--- config.mk ---
export PLATFORM = sky130hd
export DESIGN_NAME = crt_controller_timing
export DESIGN_NICKNAME = d
export VERILOG_FILES = /design/src/hdl/crtc_pkg.sv /design/src/hdl/crtc_regs.sv /design/src/hdl/crtc_timing.sv /design/src/hdl/crtc_video.sv /design/src/hdl/crt_controller_timing.sv
export SDC_FILE = /design/constraint.sdc
export NUM_CORES = 1
export LEC_CHECK = 0
export ABC_AREA = 1
export BUFFER_PORTS_ARGS = -buffer_cell sky130_fd_sc_hd__buf_2
export CAP_MARGIN = 20
export CORE_ASPECT_RATIO = 1.5
export CORE_MARGIN = 2
export CORE_UTILIZATION = 40
export CTS_BUF_LIST = sky130_fd_sc_hd__clkbuf_8
export DETAILED_ROUTE_END_ITERATION = 16
export PLACE_DENSITY = 0.63
export SYNTH_ARGS = -nofsm -noshare
export SYNTH_HDL_FRONTEND = slang
export SYNTH_SLANG_ARGS = --single-unit
--- constraint.sdc ---
create_clock -name clock -period 11.2 [get_ports clock]
set_input_delay 2.24 -clock clock [delete_from_list [all_inputs] [get_ports clock]]
set_output_delay 2.24 -clock clock [all_outputs]
set_load 0.01 [all_outputs]
--- src/hdl/crtc_pkg.sv ---
// crtc_pkg: shared types and constants for the crt controller timing block
// used by every module under hdl; no dependencies of its own
`timescale 1ns / 1ps
`default_nettype none

package crtc_pkg;

   // item kinds
   typedef enum logic [1:0] {
      KIND_TICK  = 2'd0,
      KIND_WRITE = 2'd1,
      KIND_READ  = 2'd2,
      KIND_NONE  = 2'd3
   } crtc_kind_type;

   // bus pages (high byte of the bus address)
   localparam logic [7:0] PAGE_SELECT = 8'hBC;
   localparam logic [7:0] PAGE_DATA   = 8'hBD;
   localparam logic [7:0] PAGE_READ   = 8'hBF;

   localparam int unsigned NUM_REGS = 16;

   // register indexes that drive the timing
   localparam int unsigned REG_H_TOTAL     = 0;
   localparam int unsigned REG_H_DISPLAYED = 1;
   localparam int unsigned REG_HSYNC_POS   = 2;
   localparam int unsigned REG_SYNC_WIDTH  = 3;
   localparam int unsigned REG_V_TOTAL     = 4;
   localparam int unsigned REG_V_DISPLAYED = 6;
   localparam int unsigned REG_VSYNC_POS   = 7;
   localparam int unsigned REG_MAX_RASTER  = 9;
   localparam int unsigned REG_START_HI    = 12;
   localparam int unsigned REG_START_LO    = 13;

   // register file values after reset
   localparam logic [7:0] REG_RESET [NUM_REGS] = '{
      8'd63, 8'd40, 8'd46, 8'd142, 8'd38, 8'd0, 8'd25, 8'd30,
      8'd0,  8'd7,  8'd0,  8'd0,   8'd48, 8'd0, 8'd0,  8'd0
   };

   // timing registers as seen after the current beat
   typedef struct packed {
      logic [7:0] h_total;
      logic [7:0] h_displayed;
      logic [7:0] hsync_pos;
      logic [7:0] sync_width;
      logic [7:0] v_total;
      logic [7:0] v_displayed;
      logic [7:0] vsync_pos;
      logic [7:0] max_raster;
      logic [7:0] start_hi;
      logic [7:0] start_lo;
   } crtc_regs_type;

   // counter state after the current beat
   typedef struct packed {
      logic [7:0]  column;
      logic [7:0]  raster;
      logic [7:0]  row;
      logic [15:0] start;
   } crtc_count_type;

   // video outputs for one result beat
   typedef struct packed {
      logic [15:0] video_address;
      logic        display_enable;
      logic        hsync;
      logic        vsync;
   } crtc_video_type;

endpackage

`default_nettype wire

--- src/hdl/crtc_regs.sv ---
// crtc_regs: register select and sixteen-entry register file behind the bus
// depends on crtc_pkg
`timescale 1ns / 1ps
`default_nettype none

module crtc_regs (
   input  wire logic                   clock,
   input  wire logic                   reset,
   input  wire logic                   fire,
   input  wire logic [1:0]             kind,
   input  wire logic [7:0]             page,
   input  wire logic [7:0]             write_data,
   output crtc_pkg::crtc_regs_type     regs_next,
   output logic      [7:0]             read_data
);

   logic [7:0] reg_ff [crtc_pkg::NUM_REGS];
   logic [7:0] reg_in [crtc_pkg::NUM_REGS];
   logic [4:0] select_ff;
   logic [4:0] select_in;

   // bus decode: select write, data write, data read
   always_comb begin
      reg_in    = reg_ff;
      select_in = select_ff;
      read_data = 8'd0;
      if (kind == crtc_pkg::KIND_WRITE) begin
         if (page == crtc_pkg::PAGE_SELECT) begin
            select_in = write_data[4:0];
         end else if (page == crtc_pkg::PAGE_DATA && !select_ff[4]) begin
            reg_in[select_ff[3:0]] = write_data;
         end
      end else if (kind == crtc_pkg::KIND_READ) begin
         if (page == crtc_pkg::PAGE_READ && !select_ff[4]) begin
            read_data = reg_ff[select_ff[3:0]];
         end
      end
   end

   // commit on each beat
   always_ff @(posedge clock) begin
      if (reset) begin
         select_ff <= 5'd0;
         for (int i = 0; i < crtc_pkg::NUM_REGS; i++) begin
            reg_ff[i] <= crtc_pkg::REG_RESET[i];
         end
      end else if (fire) begin
         select_ff <= select_in;
         reg_ff    <= reg_in;
      end
   end

   // timing view of the file after this beat
   always_comb begin
      regs_next.h_total     = reg_in[crtc_pkg::REG_H_TOTAL];
      regs_next.h_displayed = reg_in[crtc_pkg::REG_H_DISPLAYED];
      regs_next.hsync_pos   = reg_in[crtc_pkg::REG_HSYNC_POS];
      regs_next.sync_width  = reg_in[crtc_pkg::REG_SYNC_WIDTH];
      regs_next.v_total     = reg_in[crtc_pkg::REG_V_TOTAL];
      regs_next.v_displayed = reg_in[crtc_pkg::REG_V_DISPLAYED];
      regs_next.vsync_pos   = reg_in[crtc_pkg::REG_VSYNC_POS];
      regs_next.max_raster  = reg_in[crtc_pkg::REG_MAX_RASTER];
      regs_next.start_hi    = reg_in[crtc_pkg::REG_START_HI];
      regs_next.start_lo    = reg_in[crtc_pkg::REG_START_LO];
   end

   // a read of an out-of-range register gives zero
   a_read_range: assert property (@(posedge clock) disable iff (reset)
      select_ff[4] |-> read_data == 8'd0)
      else $error("read of unused register returned data");

endmodule

`default_nettype wire

--- src/hdl/crtc_timing.sv ---
// crtc_timing: tick prescaler, column/raster/row counters and start address
// depends on crtc_pkg
`timescale 1ns / 1ps
`default_nettype none

module crtc_timing (
   input  wire logic                   clock,
   input  wire logic                   reset,
   input  wire logic                   fire,
   input  wire logic [1:0]             kind,
   input  wire crtc_pkg::crtc_regs_type regs,
   output crtc_pkg::crtc_count_type    count_next
);

   crtc_pkg::crtc_count_type count_ff;
   crtc_pkg::crtc_count_type count_in;
   logic [1:0]               presc_ff;
   logic [1:0]               presc_in;
   logic                     tick;

   assign tick = (kind == crtc_pkg::KIND_TICK);

   // counter advance on every fourth tick
   always_comb begin
      count_in = count_ff;
      presc_in = presc_ff;
      if (tick) begin
         presc_in = presc_ff + 2'd1;
         if (presc_ff == 2'd3) begin
            count_in.column = count_ff.column + 8'd1;
            if (count_in.column > regs.h_total) begin
               count_in.column = 8'd0;
               count_in.raster = count_ff.raster + 8'd1;
            end
            if (count_in.raster > regs.max_raster) begin
               count_in.raster = 8'd0;
               count_in.row    = count_ff.row + 8'd1;
            end
            if (count_in.row > regs.v_total) begin
               count_in.row = 8'd0;
            end
            if (count_in.row == 8'd0 && count_in.column == 8'd0) begin
               count_in.start = {regs.start_hi, regs.start_lo};
            end
         end
      end
   end

   always_ff @(posedge clock) begin
      if (reset) begin
         count_ff <= '0;
         presc_ff <= 2'd0;
      end else if (fire) begin
         count_ff <= count_in;
         presc_ff <= presc_in;
      end
   end

   assign count_next = count_in;

   // prescaler steps once per committed tick
   a_presc_step: assert property (@(posedge clock) disable iff (reset)
      fire && tick |=> presc_ff == $past(presc_ff) + 2'd1)
      else $error("prescaler did not step on a tick");

   // counters move only on the fourth tick
   a_count_hold: assert property (@(posedge clock) disable iff (reset)
      !(fire && tick && presc_ff == 2'd3) |=> $stable(count_ff))
      else $error("counters moved outside a prescaled tick");

endmodule

`default_nettype wire

--- src/hdl/crtc_video.sv ---
// crtc_video: video address, display enable and sync decode from counters
// depends on crtc_pkg
`timescale 1ns / 1ps
`default_nettype none

module crtc_video (
   input  wire crtc_pkg::crtc_regs_type  regs,
   input  wire crtc_pkg::crtc_count_type count,
   output crtc_pkg::crtc_video_type    video
);

   logic [15:0]        line_offset;
   logic [15:0]        cur;
   logic [8:0]         hsync_end;
   logic [7:0]         row_diff;
   logic [8:0]         raster_height;
   logic signed [16:0] vs_product;

   // linear character address
   assign line_offset = {8'd0, regs.h_displayed} * {8'd0, count.row};
   assign cur         = count.start + line_offset + {8'd0, count.column};

   // sync windows
   assign hsync_end     = {1'b0, regs.hsync_pos} + {5'd0, regs.sync_width[3:0]};
   assign row_diff      = count.row - regs.vsync_pos;
   assign raster_height = {1'b0, regs.max_raster + 8'd1};
   assign vs_product    = $signed({8'd0, raster_height})
                          * $signed({{9{row_diff[7]}}, row_diff});

   always_comb begin
      video.video_address  = {cur[13:12], count.raster[2:0], cur[9:0], 1'b0};
      video.display_enable = (count.column < regs.h_displayed)
                             && (count.row < regs.v_displayed);
      video.hsync          = (count.column >= regs.hsync_pos)
                             && ({1'b0, count.column} < hsync_end);
      video.vsync          = !vs_product[16] && (vs_product <= 17'sd16);
   end

endmodule

`default_nettype wire

--- src/hdl/crt_controller_timing.sv ---
// crt_controller_timing: top level of the crt controller timing block
// path: a request beat is held in the input register, then its result in the result register
// throughput: one beat per cycle while rsp_ready is not holding the result, ticks and bus accesses alike
// the input register and result register keep both sides running under stalls
// reset: synchronous, restores the register file defaults and clears counters
// depends on crtc_pkg, crtc_regs, crtc_timing, crtc_video
`timescale 1ns / 1ps
`default_nettype none

module crt_controller_timing (
   input  wire logic        clock,
   input  wire logic        reset,
   input  wire logic        req_valid,
   output logic             req_ready,
   input  wire logic [1:0]  req_kind,
   input  wire logic [15:0] req_bus_address,
   input  wire logic [7:0]  req_write_data,
   output logic             rsp_valid,
   input  wire logic        rsp_ready,
   output logic [15:0]      rsp_video_address,
   output logic             rsp_display_enable,
   output logic             rsp_hsync,
   output logic             rsp_vsync,
   output logic [7:0]       rsp_read_data
);

   logic                      in_valid_ff;
   logic [1:0]                in_kind_ff;
   logic [7:0]                in_page_ff;
   logic [7:0]                in_data_ff;
   logic                      core_fire;
   logic                      rsp_valid_ff;
   crtc_pkg::crtc_video_type  rsp_video_ff;
   logic [7:0]                rsp_read_data_ff;
   crtc_pkg::crtc_regs_type   regs_next;
   crtc_pkg::crtc_count_type  count_next;
   crtc_pkg::crtc_video_type  video;
   logic [7:0]                read_data;

   // handshake: the held beat moves on when the result register is free
   assign core_fire = in_valid_ff && (!rsp_valid_ff || rsp_ready);
   assign req_ready = !in_valid_ff || core_fire;

   // input register
   always_ff @(posedge clock) begin
      if (reset) begin
         in_valid_ff <= 1'b0;
      end else if (req_ready) begin
         in_valid_ff <= req_valid;
      end
   end

   always_ff @(posedge clock) begin
      if (req_valid && req_ready) begin
         in_kind_ff <= req_kind;
         in_page_ff <= req_bus_address[15:8];
         in_data_ff <= req_write_data;
      end
   end

   crtc_regs u_regs (
      .clock      (clock),
      .reset      (reset),
      .fire       (core_fire),
      .kind       (in_kind_ff),
      .page       (in_page_ff),
      .write_data (in_data_ff),
      .regs_next  (regs_next),
      .read_data  (read_data)
   );

   crtc_timing u_timing (
      .clock      (clock),
      .reset      (reset),
      .fire       (core_fire),
      .kind       (in_kind_ff),
      .regs       (regs_next),
      .count_next (count_next)
   );

   crtc_video u_video (
      .regs  (regs_next),
      .count (count_next),
      .video (video)
   );

   // result register
   always_ff @(posedge clock) begin
      if (reset) begin
         rsp_valid_ff <= 1'b0;
      end else if (core_fire) begin
         rsp_valid_ff <= 1'b1;
      end else if (rsp_ready) begin
         rsp_valid_ff <= 1'b0;
      end
   end

   always_ff @(posedge clock) begin
      if (core_fire) begin
         rsp_video_ff     <= video;
         rsp_read_data_ff <= read_data;
      end
   end

   assign rsp_valid          = rsp_valid_ff;
   assign rsp_video_address  = rsp_video_ff.video_address;
   assign rsp_display_enable = rsp_video_ff.display_enable;
   assign rsp_hsync          = rsp_video_ff.hsync;
   assign rsp_vsync          = rsp_video_ff.vsync;
   assign rsp_read_data      = rsp_read_data_ff;

   // only read beats carry read data
   a_read_only: assert property (@(posedge clock) disable iff (reset)
      core_fire && in_kind_ff != crtc_pkg::KIND_READ |=> rsp_read_data_ff == 8'd0)
      else $error("read data on a non-read beat");

   // a held beat is never dropped
   a_in_hold: assert property (@(posedge clock) disable iff (reset)
      in_valid_ff && !core_fire |=> in_valid_ff)
      else $error("input beat lost");

endmodule

`default_nettype wire
[Yosys cells after proc, flatten, opt, wreduce, memory -nomap -nowiden]
Cells that the tools add are included.
Cells by class
  add/sub/neg operators: 9
  multipliers: 2
  magnitude comparators: 10
  eq/ne operators: 6
  muxes and demuxes: 23
  bitwise gates (word level): 4
  reduce and logical (&&, ||, !) cells: 24
Operator list (number)
  2-to-1 mux 128 bit: 3
  bitwise mux 128 bit: 1
  2-to-1 mux 16 bit: 7
  2-to-1 mux 40 bit: 2
  2-to-1 mux 8 bit: 6
  adder 8 x 1 -> 8 bit (second input constant): 4
  binary-select mux 8 bit (select 4 bit): 1
  demux 8 bit (select 4 bit): 1
  == test 8 bit (second input constant): 3
  > comparator 8 bit: 3
  less-or-equal comparator 17 x 6 -> 1 bit (second input constant): 1
  multiplier 9 x 8 -> 17 bit: 1
  zero test 8 bit: 2
  less-than comparator 8 bit: 2
  adder 14 bit: 1
  adder 14 x 8 -> 14 bit: 1
  multiplier 8 x 8 -> 14 bit: 1
  adder 8 x 4 -> 9 bit: 1
  logical AND 1 bit: 9
  less-than comparator 8 x 9 -> 1 bit: 1
  >= comparator 8 bit: 1
  subtractor 8 bit: 1
  AND reduction 3 bit: 2
  >= comparator 5 bit (second input constant): 1
  14 further kinds: 22
Word-level totals
  flip-flop bits (word level): 221
  output and inout bits: 29
  logic and storage cells: 112

[Logic depth before layout (Yosys ltp)]
Gate-level depths: netlist of the first run.
  depth after elaboration: 30
  mapped depth: 74

[Cells and area by module]
A second synthesis of the first run with hierarchy kept.
Second synthesis, totals
  cell total of the unflattened synthesis: 2849
  area total of the unflattened synthesis: 19357.3 um^2
By module, submodules not included
  crtc_regs: times used 1, cells an instance 1319, area an instance 7736.2 um^2, sequential area each 2662.6 um^2
  crtc_video: times used 1, cells an instance 887, area an instance 6377.4 um^2, sequential area each 0.0 um^2
  crtc_timing: times used 1, cells an instance 586, area an instance 3801.1 um^2, sequential area each 840.8 um^2
  crt_controller_timing: times used 1, cells an instance 57, area an instance 1442.6 um^2, sequential area each 1391.3 um^2

[Worst setup path after synthesis of the first run]
No wires, ideal clock.
  path type: flip-flop to flip-flop
  start: reg in_page_ff[6]
  end: reg rsp_video_ff (netlist bit rsp_vsync) (data pin)
  setup time: 253 ps
  arrival time: 10104 ps
  required time: 10947 ps
  setup slack: 843 ps
  cell stages (with the launch flop): 66
  buffers on the path: 3
  path through: edfxtp_1 -> inv_1 -> nand4_4 -> nor3_4 -> nand3_4 -> buf_6 -> nor2_1 -> clkbuf_1 -> o21ai_0 -> ha_1 -> nand2_1 -> nor2_1 -> nand2_1 -> o211ai_1 -> nand2_1 -> buf_2 -> nor2_1 -> nand3_1 -> (+30 left out) -> fa_1 -> inv_1 -> fa_1 -> inv_1 -> fa_1 -> inv_1 -> ha_1 -> o21ai_0 -> nand2_1 -> a21oi_1 -> o21ai_0 -> a21oi_1 -> nor2_1 -> nor2_1 -> xor2_1 -> nand3_1 -> nand2_1 -> nor2_1
RTL lines
  from (decl): line crt_controller_timing.sv:29  | logic [7:0] in_page_ff;
  from (signal assigned): line crt_controller_timing.sv:56  | in_page_ff <= req_bus_address[15:8];
  to (signal assigned): line crt_controller_timing.sv:100  | rsp_video_ff <= video;
  to (decl): line crt_controller_timing.sv:33  | crtc_pkg::crtc_video_type rsp_video_ff;

[Worst setup path in the final report of the first run]
  start: reg in_page_ff[6]
  end: reg rsp_video_ff (netlist bit rsp_video_address[15]) (data pin)
Between the ends
  longest elaborated chain between the ends: 24
Ends and longest elaborated chain
  == test 8 bit: line crtc_regs.sv:30  | end else if (page == crtc_pkg::PAGE_DATA && !select_ff[4]) begin
  logical AND 1 bit: line crtc_regs.sv:30
  2-to-1 mux 128 bit: line crtc_regs.sv:30
  2-to-1 mux 128 bit (*): line crtc_regs.sv:28  | if (page == crtc_pkg::PAGE_SELECT) begin
  2-to-1 mux 128 bit (*): line crtc_regs.sv:27  | if (kind == crtc_pkg::KIND_WRITE) begin
  branches (longest 18 deep; another with > comparator 8 bit)
  adder 14 x 8 -> 14 bit (*): line crtc_video.sv:21  | assign cur = count.start + line_offset + {8'd0, count.column};
  via u_video.cur[13]: line crtc_video.sv:13  | logic [15:0] cur;
Mark *: on every way through the listed nets, which the timed path passes. The select of a mux whose other input is x is not followed.
A chain may end at the register's enable or synchronous reset.

==> flow_summary.toml, run 1 <==
[power_and_ir_drop]
p_seq_share_pct = 38.5
swShare_pct = 34.9
net-switching-power_uw = 783
power_density_nw_per_um2 = 119
comb_power_share_pct = 31.6
leakage_uw = 0.00880
vdd.ir_drop.worst_mv = 0.0674
internal_power_uw = 1460
share_clk_of_total_power_pct = 29.9

[yosys]
postSynthNetCount = 2459
synth-seq-cells = 219
synth_top_flop_cell = "sky130_fd_sc_hd__dfxtp_1"
number_of_enable_flip_flop_cells_after_synthesis = 44
count_of_mapped_cells_out_of_synthesis = 2196
netlist_area_um2 = 16900
synth_area_per_cell_um2 = 7.70
yosys_warnings = 0
async_flop_share_pct = 0
netlist-cell-type-count = 61
synth_seq_area_share_pct = 28.5

[floorplanning]
fp.dieW_um = 172
top_level_pins = 59
core_um2 = 41900
row_count = 92
initial_utilization_pct = 40.4
die_area_um2 = 44000
chipHeight_um = 256

[layout]
design.final.nets = 2535
layout-drive-gt1-share_pct = 12.3
syn_to_final_growth_pct = 11.5
finalInstanceArea_um2 = 18900

[placed_design]
globalplace.congestion = 0.912
placed_instance_area_um2 = 18000
dpl.hpwl_um = 37200
port-buffer-count = 49

[worst_setup_path]
timing.critical_path.slowest_stage_cell = "sky130_fd_sc_hd__fa_1"
startpoint_type = "flop"
worstPathRequired_ps = 11510
cpMostUsedCell = "sky130_fd_sc_hd__nand2_1"
slowest_delay_ps = 590
arrival_worst_endpoint_ps = 10890
type_of_element_capturing_the_critical_path = "flop"
critPathKind = "flop to flop"
critical_path_peak_fanout = 11

[sta]
report.final.setup_viol = 0
finalCritPeriodShare_pct = 94.5
finalCriticalPeriod_ps = 10580
slew-limit-headroom_pct = 31.9
hold_violations = 0
final.setup.tns_ps = 0
timing.final.max_slew_violations = 0
worstMarginPinSlew_ps = 1020
fmax_mhz = 94.5
fin_worst_hold_slack_ps = 450
timing.clock.skew_ps = 30.7

[clock_network]
cts.path.max_buffers = 3
clock_tree_from_tritoncts = "built"
root_buffer = "sky130_fd_sc_hd__clkbuf_8"
clk_pin_slew_worst_paths_ps = 70
cts.sinks = 219
deepest_level_of_the_cts_h_tree = 2
worstSkewPairLatency_ps = 560
cts_made_buffers = 34

[global_route]
grt_antenna_before_repair = 1
overall_routing_resource_usage_pct = 22.0
overflow = 0
first_global_vias = 14600
grt_pass1_wl_um = 76800
grt_start_max_net_pins = 102

[drt]
average_routed_wire_per_standard_cell_um = 16.9
drcViolationCount = 0
dr_total_vias = 15100
drtIter0Drc = 1099
route.antenna.remaining_nets = 0
post_drt_via_cell_ratio = 5.27
drt_pass1_iterations = 6
routed_wl_um = 48400

[run]
drv_cap = 0

[hold_path]
timing.hold.worst.class = "flop to flop"

[outcome]
outcome = "completed"
==> what timing repair did <==
action / CTS / global route
setup buffers: 0 / 8
gates resized for setup: 0 / 40
hold buffers: 0 / 0
setup endpoints to repair: 0 / 2
==> final timing paths <==
check / from / end / slack, ps / cells past startpoint
min reg2reg: flop / flop / 450 / 2
max: in_page_ff[6] / rsp_video_address[15] / 620 / 64
max reg2reg: in_page_ff[6] / rsp_video_address[15] / 620 / 64
min: flop / flop / 450 / 2
==> synth_stat cells, types with 17 or more instances <==
cell / instances / share of area (%)
sky130_fd_sc_hd__o21a_1: 17 / 0.75
sky130_fd_sc_hd__dfxtp_1: 175 / 21
sky130_fd_sc_hd__nand3_1: 71 / 2.1
sky130_fd_sc_hd__o21ai_0: 178 / 5.3
sky130_fd_sc_hd__a211oi_1: 22 / 0.98
sky130_fd_sc_hd__edfxtp_1: 44 / 7.8
sky130_fd_sc_hd__inv_1: 346 / 7.7
sky130_fd_sc_hd__o211ai_1: 17 / 0.75
sky130_fd_sc_hd__nand2_2: 21 / 0.78
sky130_fd_sc_hd__a21oi_1: 201 / 5.9
sky130_fd_sc_hd__nor2_1: 192 / 4.3
sky130_fd_sc_hd__xor2_1: 32 / 1.7
sky130_fd_sc_hd__fa_1: 91 / 11
sky130_fd_sc_hd__nand2_1: 321 / 7.1
sky130_fd_sc_hd__ha_1: 142 / 11
sky130_fd_sc_hd__a22oi_1: 47 / 2.1
sky130_fd_sc_hd__o21ai_1: 30 / 0.89
sky130_fd_sc_hd__clkbuf_1: 67 / 1.5
==> cell families after synthesis <==
group                      after synthesis  synth area share [%]
and+or+nand+nor                        670                  17.6
AOI/OAI and AO/OA                      568                  19.4
buffers and inverters                  454                  10.4
adders and majority gates              233                  21.3
DFF                                    219                  28.5
xor gates and xnor gates                50                  2.77
other                                    1                0.0222
muxes                                    1                0.0592
==> final cells by class <==
class                   count  area (µm²)
fillers                  4310       23000
clock buffers              36         495
repair buffers            124         832
clock inverters            23         144
multi-input cells        1523       10500
well taps                 564         706
inverters                 370        1390
flip-flops and latches    219        4820
diodes                      1        2.50
==> placed cells by master, fill, tap and decap left out, types with 68 or more instances in the layout <==
master,netlist,final
sky130_fd_sc_hd__inv_1,346,357
sky130_fd_sc_hd__nand2_1,321,314
sky130_fd_sc_hd__a21oi_1,201,199
sky130_fd_sc_hd__nor2_1,192,183
sky130_fd_sc_hd__dfxtp_1,175,175
sky130_fd_sc_hd__o21ai_0,178,172
sky130_fd_sc_hd__ha_1,142,141
sky130_fd_sc_hd__fa_1,91,91
sky130_fd_sc_hd__buf_4,2,71
sky130_fd_sc_hd__nand3_1,71,68
==> layer usage <==
layer | track usage (%) | wire [µm] | vias to the layer above
li1 | - | - | 7393
met1 | 24.9 | 18600 | 7160
met2 | 39.9 | 25300 | 390
met3 | 2.23 | 1700 | 118
met4 | 12.1 | 2780 | 0
met5 | 0 | 0 | -
==> worst max-delay path: cells and delay by family, from the launching register on <==
family | cells | cell delay (ps)
adders and majority gates | 9 | 3800
and+or+nand+nor | 35 | 3760
buffers and inverters | 11 | 1050
AOI/OAI and AO/OA | 7 | 910
xor gates and xnor gates | 2 | 430
DFF | 1 | 360
==> metrics by stage <==
step                      cells  utilization (%)  total power [µW]  worst slack, ps
after floorplan            2196                -              1380              843
after global placement     2791             43.0              1560              398
after detailed placement   2791             43.0              1580              298
after CTS                  2850             44.5              2250              238
after global routing       2860             45.0              2400            -60.4
final                      2860             45.0              2250              616
==> power groups by stage <==
| stage | registers [µW] | clock network, µW | logic [µW] |
|---|---|---|---|
| floorplan | 876 | 0 | 502 |
| global placement | 880 | 0 | 681 |
| detailed placement | 881 | 0 | 699 |
| CTS | 864 | 686 | 704 |
| global route | 867 | 719 | 811 |
| finish | 865 | 672 | 709 |
Power figures use the tool's default switching activity.
==> run 2, diff against run 1 <==
ABC_AREA = unset   (was 1)
==> run 2 against run 1 <==
The flow now finishes with violations (negative setup slack). Register-to-register slack worse by 1200 ps. Flip-flop and latch count unchanged. Cell count fell by 7.9%. Die area grew 0.52%. Largest power group unchanged.
==> flow_summary.toml, run 2 <==
[yosys]
synth_most_common_cell = "sky130_fd_sc_hd__nor2_1"
synth_area_per_cell_um2 = 9.40
yosys_warnings = 0
synth-seq-cells = 219
synth_seq_area_share_pct = 28.4
async_flop_share_pct = 0
count_of_mapped_cells_out_of_synthesis = 1810
netlist-cell-type-count = 86
synth_area_leaders = "sky130_fd_sc_hd__dfxtp_1 21%, sky130_fd_sc_hd__fa_1 11%, sky130_fd_sc_hd__ha_1 10%"
netlist.top_cell.by_area = "sky130_fd_sc_hd__dfxtp_1"
synth_top_flop_cell = "sky130_fd_sc_hd__dfxtp_1"
synth.top_cells.by_count = "268 x sky130_fd_sc_hd__nor2_1, 175 x sky130_fd_sc_hd__dfxtp_1, 149 x sky130_fd_sc_hd__inv_1"
synth_top_area_share_pct = 20.6
netlist_area_um2 = 17000
postSynthNetCount = 2073
number_of_enable_flip_flop_cells_after_synthesis = 44

[drt]
dr_total_vias = 14200
drtIter0Drc = 744
average_routed_wire_per_standard_cell_um = 19.1
drcViolationCount = 0
drt_pass1_iterations = 5
routed_wl_um = 50300
route.antenna.remaining_nets = 0
post_drt_via_cell_ratio = 5.38

[layout]
finalInstanceArea_um2 = 21000
design.final.nets = 2306
layout-drive-gt1-share_pct = 27.1
layout.core_utilization_pct = 49.9
most_common_cell_after_layout_fill_and_taps_aside = "sky130_fd_sc_hd__nor2_1"
commonest_cells_after_routing_fill_and_taps_aside = "260 x sky130_fd_sc_hd__nor2_1, 214 x sky130_fd_sc_hd__buf_4, 174 x sky130_fd_sc_hd__dfxtp_1, 150 x sky130_fd_sc_hd__inv_1, 140 x sky130_fd_sc_hd__nand2_1"
multi_input_area_um2 = 12000
area.sequential_um2 = 4830
finalNonFillerCells = 2634
syn_to_final_growth_pct = 23.3
final.fill_count = 3839

[sta]
slew-limit-headroom_pct = 20.9
worstMarginPinSlew_ps = 1170
timing.final.max_slew_violations = 0
hold_violations = 0
report.final.setup_viol = 6
timing.clock.skew_ps = 21.8
finalCritPeriodShare_pct = 106
rsz_0062_raised_after_global_routing = "yes"
worst_slack_ps = -631
fin_worst_hold_slack_ps = 457
finalCriticalPeriod_ps = 11830
fmax_mhz = 84.5

[placed_design]
placed_instance_area_um2 = 19300
dpl.hpwl_um = 37600
dp_cells = 2521
port-buffer-count = 49
globalplace.congestion = 0.960
dp_worst_setup_slack_ps = -1100

[clock_network]
worstSkewPairLatency_ps = 570
cts.sinks = 219
post_cts_hold_buffer_count = 0
cts.path.max_buffers = 3
clock_tree_from_tritoncts = "built"
clk_pin_slew_worst_paths_ps = 70
cts_made_buffers = 36
deepest_level_of_the_cts_h_tree = 2
root_buffer = "sky130_fd_sc_hd__clkbuf_8"

[power_and_ir_drop]
vdd.ir_drop.worst_mv = 0.0901
power_density_nw_per_um2 = 109
leakage_uw = 0.00907

[hold_path]
timing.hold.worst.class = "flop to flop"

[worst_setup_path]
startpoint = "in_kind_ff[1]"
slowest_delay_ps = 560
critical_path_peak_fanout = 8
arrival_worst_endpoint_ps = 12230
timing.critical_path.slowest_stage_cell = "sky130_fd_sc_hd__fa_1"
type_of_element_capturing_the_critical_path = "flop"
ff2ff_setup_slack_ps = -630
startpoint_type = "flop"
worstPathRequired_ps = 11600
critical_path.reg2reg.startpoint = "in_kind_ff[1]"
critPathKind = "flop to flop"

[floorplanning]
core_um2 = 42000
row_count = 92
fp.dieW_um = 172
chipHeight_um = 257
die_area_um2 = 44200
initial_utilization_pct = 40.5
top_level_pins = 59

[outcome]
violated_checks = "negative setup slack"
outcome = "complete, but fails checks"

[global_route]
overflow = 0
overall_routing_resource_usage_pct = 22.8
grt_pass1_wl_um = 77900
grt_antenna_before_repair = 1
grt_start_max_net_pins = 104
first_global_vias = 14500

[run]
drv_cap = 0
-- run 2: critical path: cells and delay by family, from the launching register on --
family | cells | cell delay (ps)
muxes | 1 | 250
xor gates and xnor gates | 4 | 790
buffers and inverters | 10 | 1080
and+or+nand+nor | 20 | 4030
DFF | 1 | 410
adders and majority gates | 8 | 3170
AOI/OAI and AO/OA | 11 | 1880
-- run 2: worst paths after layout --
| check | end | cells past startpoint |
|---|---|---|
| hold / removal | flop | 2 |
| setup reg to reg | rsp_vsync | 54 |
| hold reg to reg | flop | 2 |
| setup / recovery | rsp_vsync | 54 |
-- run 2: logic make-up after synthesis --
group	count (synthesis)	share of synthesized area, %
AO/OA/AOI/OAI	263	10.6
AND/OR/NAND/NOR	582	15.7
multiplexers	205	15.3
flip-flops	219	28.4
other	1	0.0221
buffers and inverters	242	5.50
adder cells (fa/ha/maj)	235	21.3
XOR/XNOR	63	3.24
-- run 2: layout make-up --
cell class	count	area share, %
Tap cell	564	3.36
Timing Repair Buffer	285	10.1
Sequential cell	219	23.0
Clock inverter	21	0.704
Inverter	152	2.76
Multi-Input combinational cell	1349	57.2
Antenna cell	1	0.0119
Clock buffer	43	2.82
-- run 2: per-stage QoR --
stage | total power, µW | TNS [ps]
after floorplan | 1290 | 0
after global placement | 1490 | -1470
after detailed placement | 1510 | -2550
after CTS | 2280 | -889
after global routing | 2420 | -4180
final | 2280 | -1900
-- run 2: power by group --
part / total, µW / leakage [µW] / switching (µW) / internal [µW]
combinational: 697 / 0.00681 / 387 / 310
sequential: 848 / 0.00185 / 20.7 / 827
clock: 739 / 0.000418 / 343 / 396
total: 2280 / 0.00907 / 751 / 1530
-- run 2: what timing repair did --
item | 4_1_cts | 5_1_grt
setup endpoints to repair | 5 | 7
resized for setup | 56 | 47
gates cloned | 0 | 0
pin swaps | 62 | 42
buffers inserted | 31 | 18
-- run 2: per-layer routing --
layer | track usage [%] | share of wire [%] | vias up
met5 | 0 | 0 | -
met4 | 15.5 | 7.1 | 0
met3 | 2.61 | 3.4 | 174
met2 | 41.8 | 53 | 364
met1 | 24.0 | 36 | 6918
li1 | - | - | 6721
==> run 3, diff against run 2 <==
CTS_BUF_LIST = unset   (was sky130_fd_sc_hd__clkbuf_8)
GPL_TIMING_DRIVEN = 0   (was unset)
==> run 3 against run 2 <==
The run still ends with negative setup slack left. Critical path type unchanged. First-iteration DRC count up 13%. Sequential power hardly changed. Global-route usage up 2.4 points. Largest power group unchanged. Largest cell class unchanged. Final area down 2.2%. Flip-flop and latch count unchanged.
==> flow_summary.toml, run 3 (synthesis results as in run 2) <==
[run]
drv_cap = 0

[global_route]
overall_routing_resource_usage_pct = 25.3
first_global_vias = 14600
grt_start_max_net_pins = 24
grt_antenna_before_repair = 0
overflow = 0
grt_pass1_wl_um = 84400

[drt]
post_drt_via_cell_ratio = 5.62
dr_total_vias = 14300
drt_pass1_iterations = 5
drtIter0Drc = 837
drcViolationCount = 0
average_routed_wire_per_standard_cell_um = 22.0
route.antenna.remaining_nets = 0
routed_wl_um = 56000

[floorplanning]
chipHeight_um = 257
die_area_um2 = 44200
initial_utilization_pct = 40.5
row_count = 92
core_um2 = 42000
fp.dieW_um = 172
top_level_pins = 59

[clock_network]
clock_tree_from_tritoncts = "built"
root_buffer = "sky130_fd_sc_hd__clkbuf_16"
worstSkewPairLatency_ps = 540
clk_pin_slew_worst_paths_ps = 80
cts.sinks = 219
deepest_level_of_the_cts_h_tree = 1
post_cts_hold_buffer_count = 0
cts_made_buffers = 23
cts.path.max_buffers = 3

[power_and_ir_drop]
vdd.ir_drop.worst_mv = 0.112
internal_power_uw = 1570
share_clk_of_total_power_pct = 34.9
p_seq_share_pct = 36.2
net-switching-power_uw = 775
comb_power_share_pct = 29.0
power_density_nw_per_um2 = 114
leakage_uw = 0.00847
swShare_pct = 33.0
p_total_uw = 2350

[sta]
timing.clock.skew_ps = 25.3
report.final.setup_viol = 2
worstMarginPinSlew_ps = 1140
fmax_mhz = 84.1
finalCriticalPeriod_ps = 11890
finalCritPeriodShare_pct = 106
hold_violations = 0
rsz_0062_raised_after_global_routing = "yes"
timing.final.max_slew_violations = 0
final.setup.tns_ps = -864
worst_slack_ps = -689
slew-limit-headroom_pct = 23.3

[placed_design]
port-buffer-count = 48
placed_instance_area_um2 = 18300
dpl.hpwl_um = 43400
dp_cells = 2427
globalplace.congestion = 0.959
dp_worst_setup_slack_ps = -2150

[layout]
finalInstanceArea_um2 = 20500
final.fill_count = 3879
finalNonFillerCells = 2540
most_common_cell_after_layout_fill_and_taps_aside = "sky130_fd_sc_hd__nor2_1"
insertedDiodeCount = 0
syn_to_final_growth_pct = 20.7
layout-drive-gt1-share_pct = 21.6
commonest_cells_after_routing_fill_and_taps_aside = "256 x sky130_fd_sc_hd__nor2_1, 175 x sky130_fd_sc_hd__dfxtp_1, 140 x sky130_fd_sc_hd__nand2_1, 138 x sky130_fd_sc_hd__inv_1, 123 x sky130_fd_sc_hd__ha_1"
design.final.nets = 2223

[hold_path]
worstHoldPathCells = 2
timing.hold.worst.class = "flop to flop"

[outcome]
violated_checks = "negative setup slack"
outcome = "complete, but fails checks"

[worst_setup_path]
ff2ff_setup_slack_ps = -690
slowest_delay_ps = 640
critical_path_peak_fanout = 8
worst_r2r_path_depth = 55
startpoint_type = "flop"
type_of_element_capturing_the_critical_path = "flop"
worstPathRequired_ps = 11500
timing.critical_path.slowest_stage_cell = "sky130_fd_sc_hd__nor4_1"
cpMostUsedCell = "sky130_fd_sc_hd__fa_1"
arrival_worst_endpoint_ps = 12190
critPathKind = "flop to flop"
critical_path.reg2reg.startpoint = "in_page_ff[1]"
r2r_end = "rsp_vsync"
run 3: changes by cell type in the layout (fill, tap and decap cells not counted), moves of 10 or more:
cell / delta
sky130_fd_sc_hd__buf_4: -143
sky130_fd_sc_hd__buf_6: -10
sky130_fd_sc_hd__clkbuf_1: +72
sky130_fd_sc_hd__inv_1: -12
sky130_fd_sc_hd__clkbuf_16: +25
sky130_fd_sc_hd__clkbuf_8: -41
run 3: per-stage QoR:
| stage | hold slack, ps | utilization, % |
|---|---|---|
| floorplan | 429 | - |
| global placement | 443 | 43.5 |
| detailed placement | 449 | 43.7 |
| CTS | 459 | 47.3 |
| global route | 474 | 48.8 |
| finish | 463 | 48.8 |
run 3: per-layer routing:
layer  wire length [µm]  global-route usage (%)  share of wire, %  vias to the layer above
met5                  0                       0                 0                        -
met4               5100                    19.1               9.1                        0
met3               2680                    2.79               4.8                      216
met2              28800                    45.6                51                      538
met1              19400                    26.3                35                     6965
li1                   -                       -                 -                     6556
run 3: cell type report:
cell class	instances	area (µm²)	share of cell area [%]
Buffer	87	379	1.85
Timing Repair Buffer	128	896	4.37
Clock buffer	32	672	3.27
Sequential cell	219	4820	23.5
Multi-Input combinational cell	1349	12300	60.2
Inverter	152	586	2.85
Clock inverter	9	108	0.524
Tap cell	564	706	3.44
run 3: power by group through the flow:
| stage | clock network (µW) | registers, µW | logic (µW) |
|---|---|---|---|
| after detailed placement | 0 | 864 | 583 |
| after global routing | 855 | 850 | 757 |
| after CTS | 828 | 847 | 645 |
| after floorplan | 0 | 858 | 430 |
| final | 818 | 849 | 680 |
| after global placement | 0 | 864 | 561 |
run 3: how the worst max path moves through the flow:
stage                              from                     to  slack (ps)  cells past startpoint
final                     in_page_ff[1]              rsp_vsync        -690                     55
after global routing      in_page_ff[1]              rsp_vsync       -1170                     61
after CTS                 in_page_ff[1]              rsp_vsync        -620                     60
after detailed placement  in_kind_ff[1]  rsp_video_address[15]       -2150                     52
after global placement    in_kind_ff[1]  rsp_video_address[15]       -1970                     52
after floorplan           in_kind_ff[1]              rsp_vsync           5                     59
run 3: timing repair:
action,in CTS,in global routing
hold endpoints to repair,0,0
setup endpoints to repair,10,6
resized for setup,75,82
pin swaps,66,78
gates cloned,0,1
setup buffers,50,25
run 3: critical path: cells and delay by family (launching register included):
family | cells | cell delay (ps)
buffers and inverters | 6 | 600
DFF | 1 | 410
xor gates and xnor gates | 3 | 610
and+or+nand+nor | 16 | 3290
muxes | 1 | 220
AOI/OAI and AO/OA | 21 | 3490
adders and majority gates | 8 | 3030
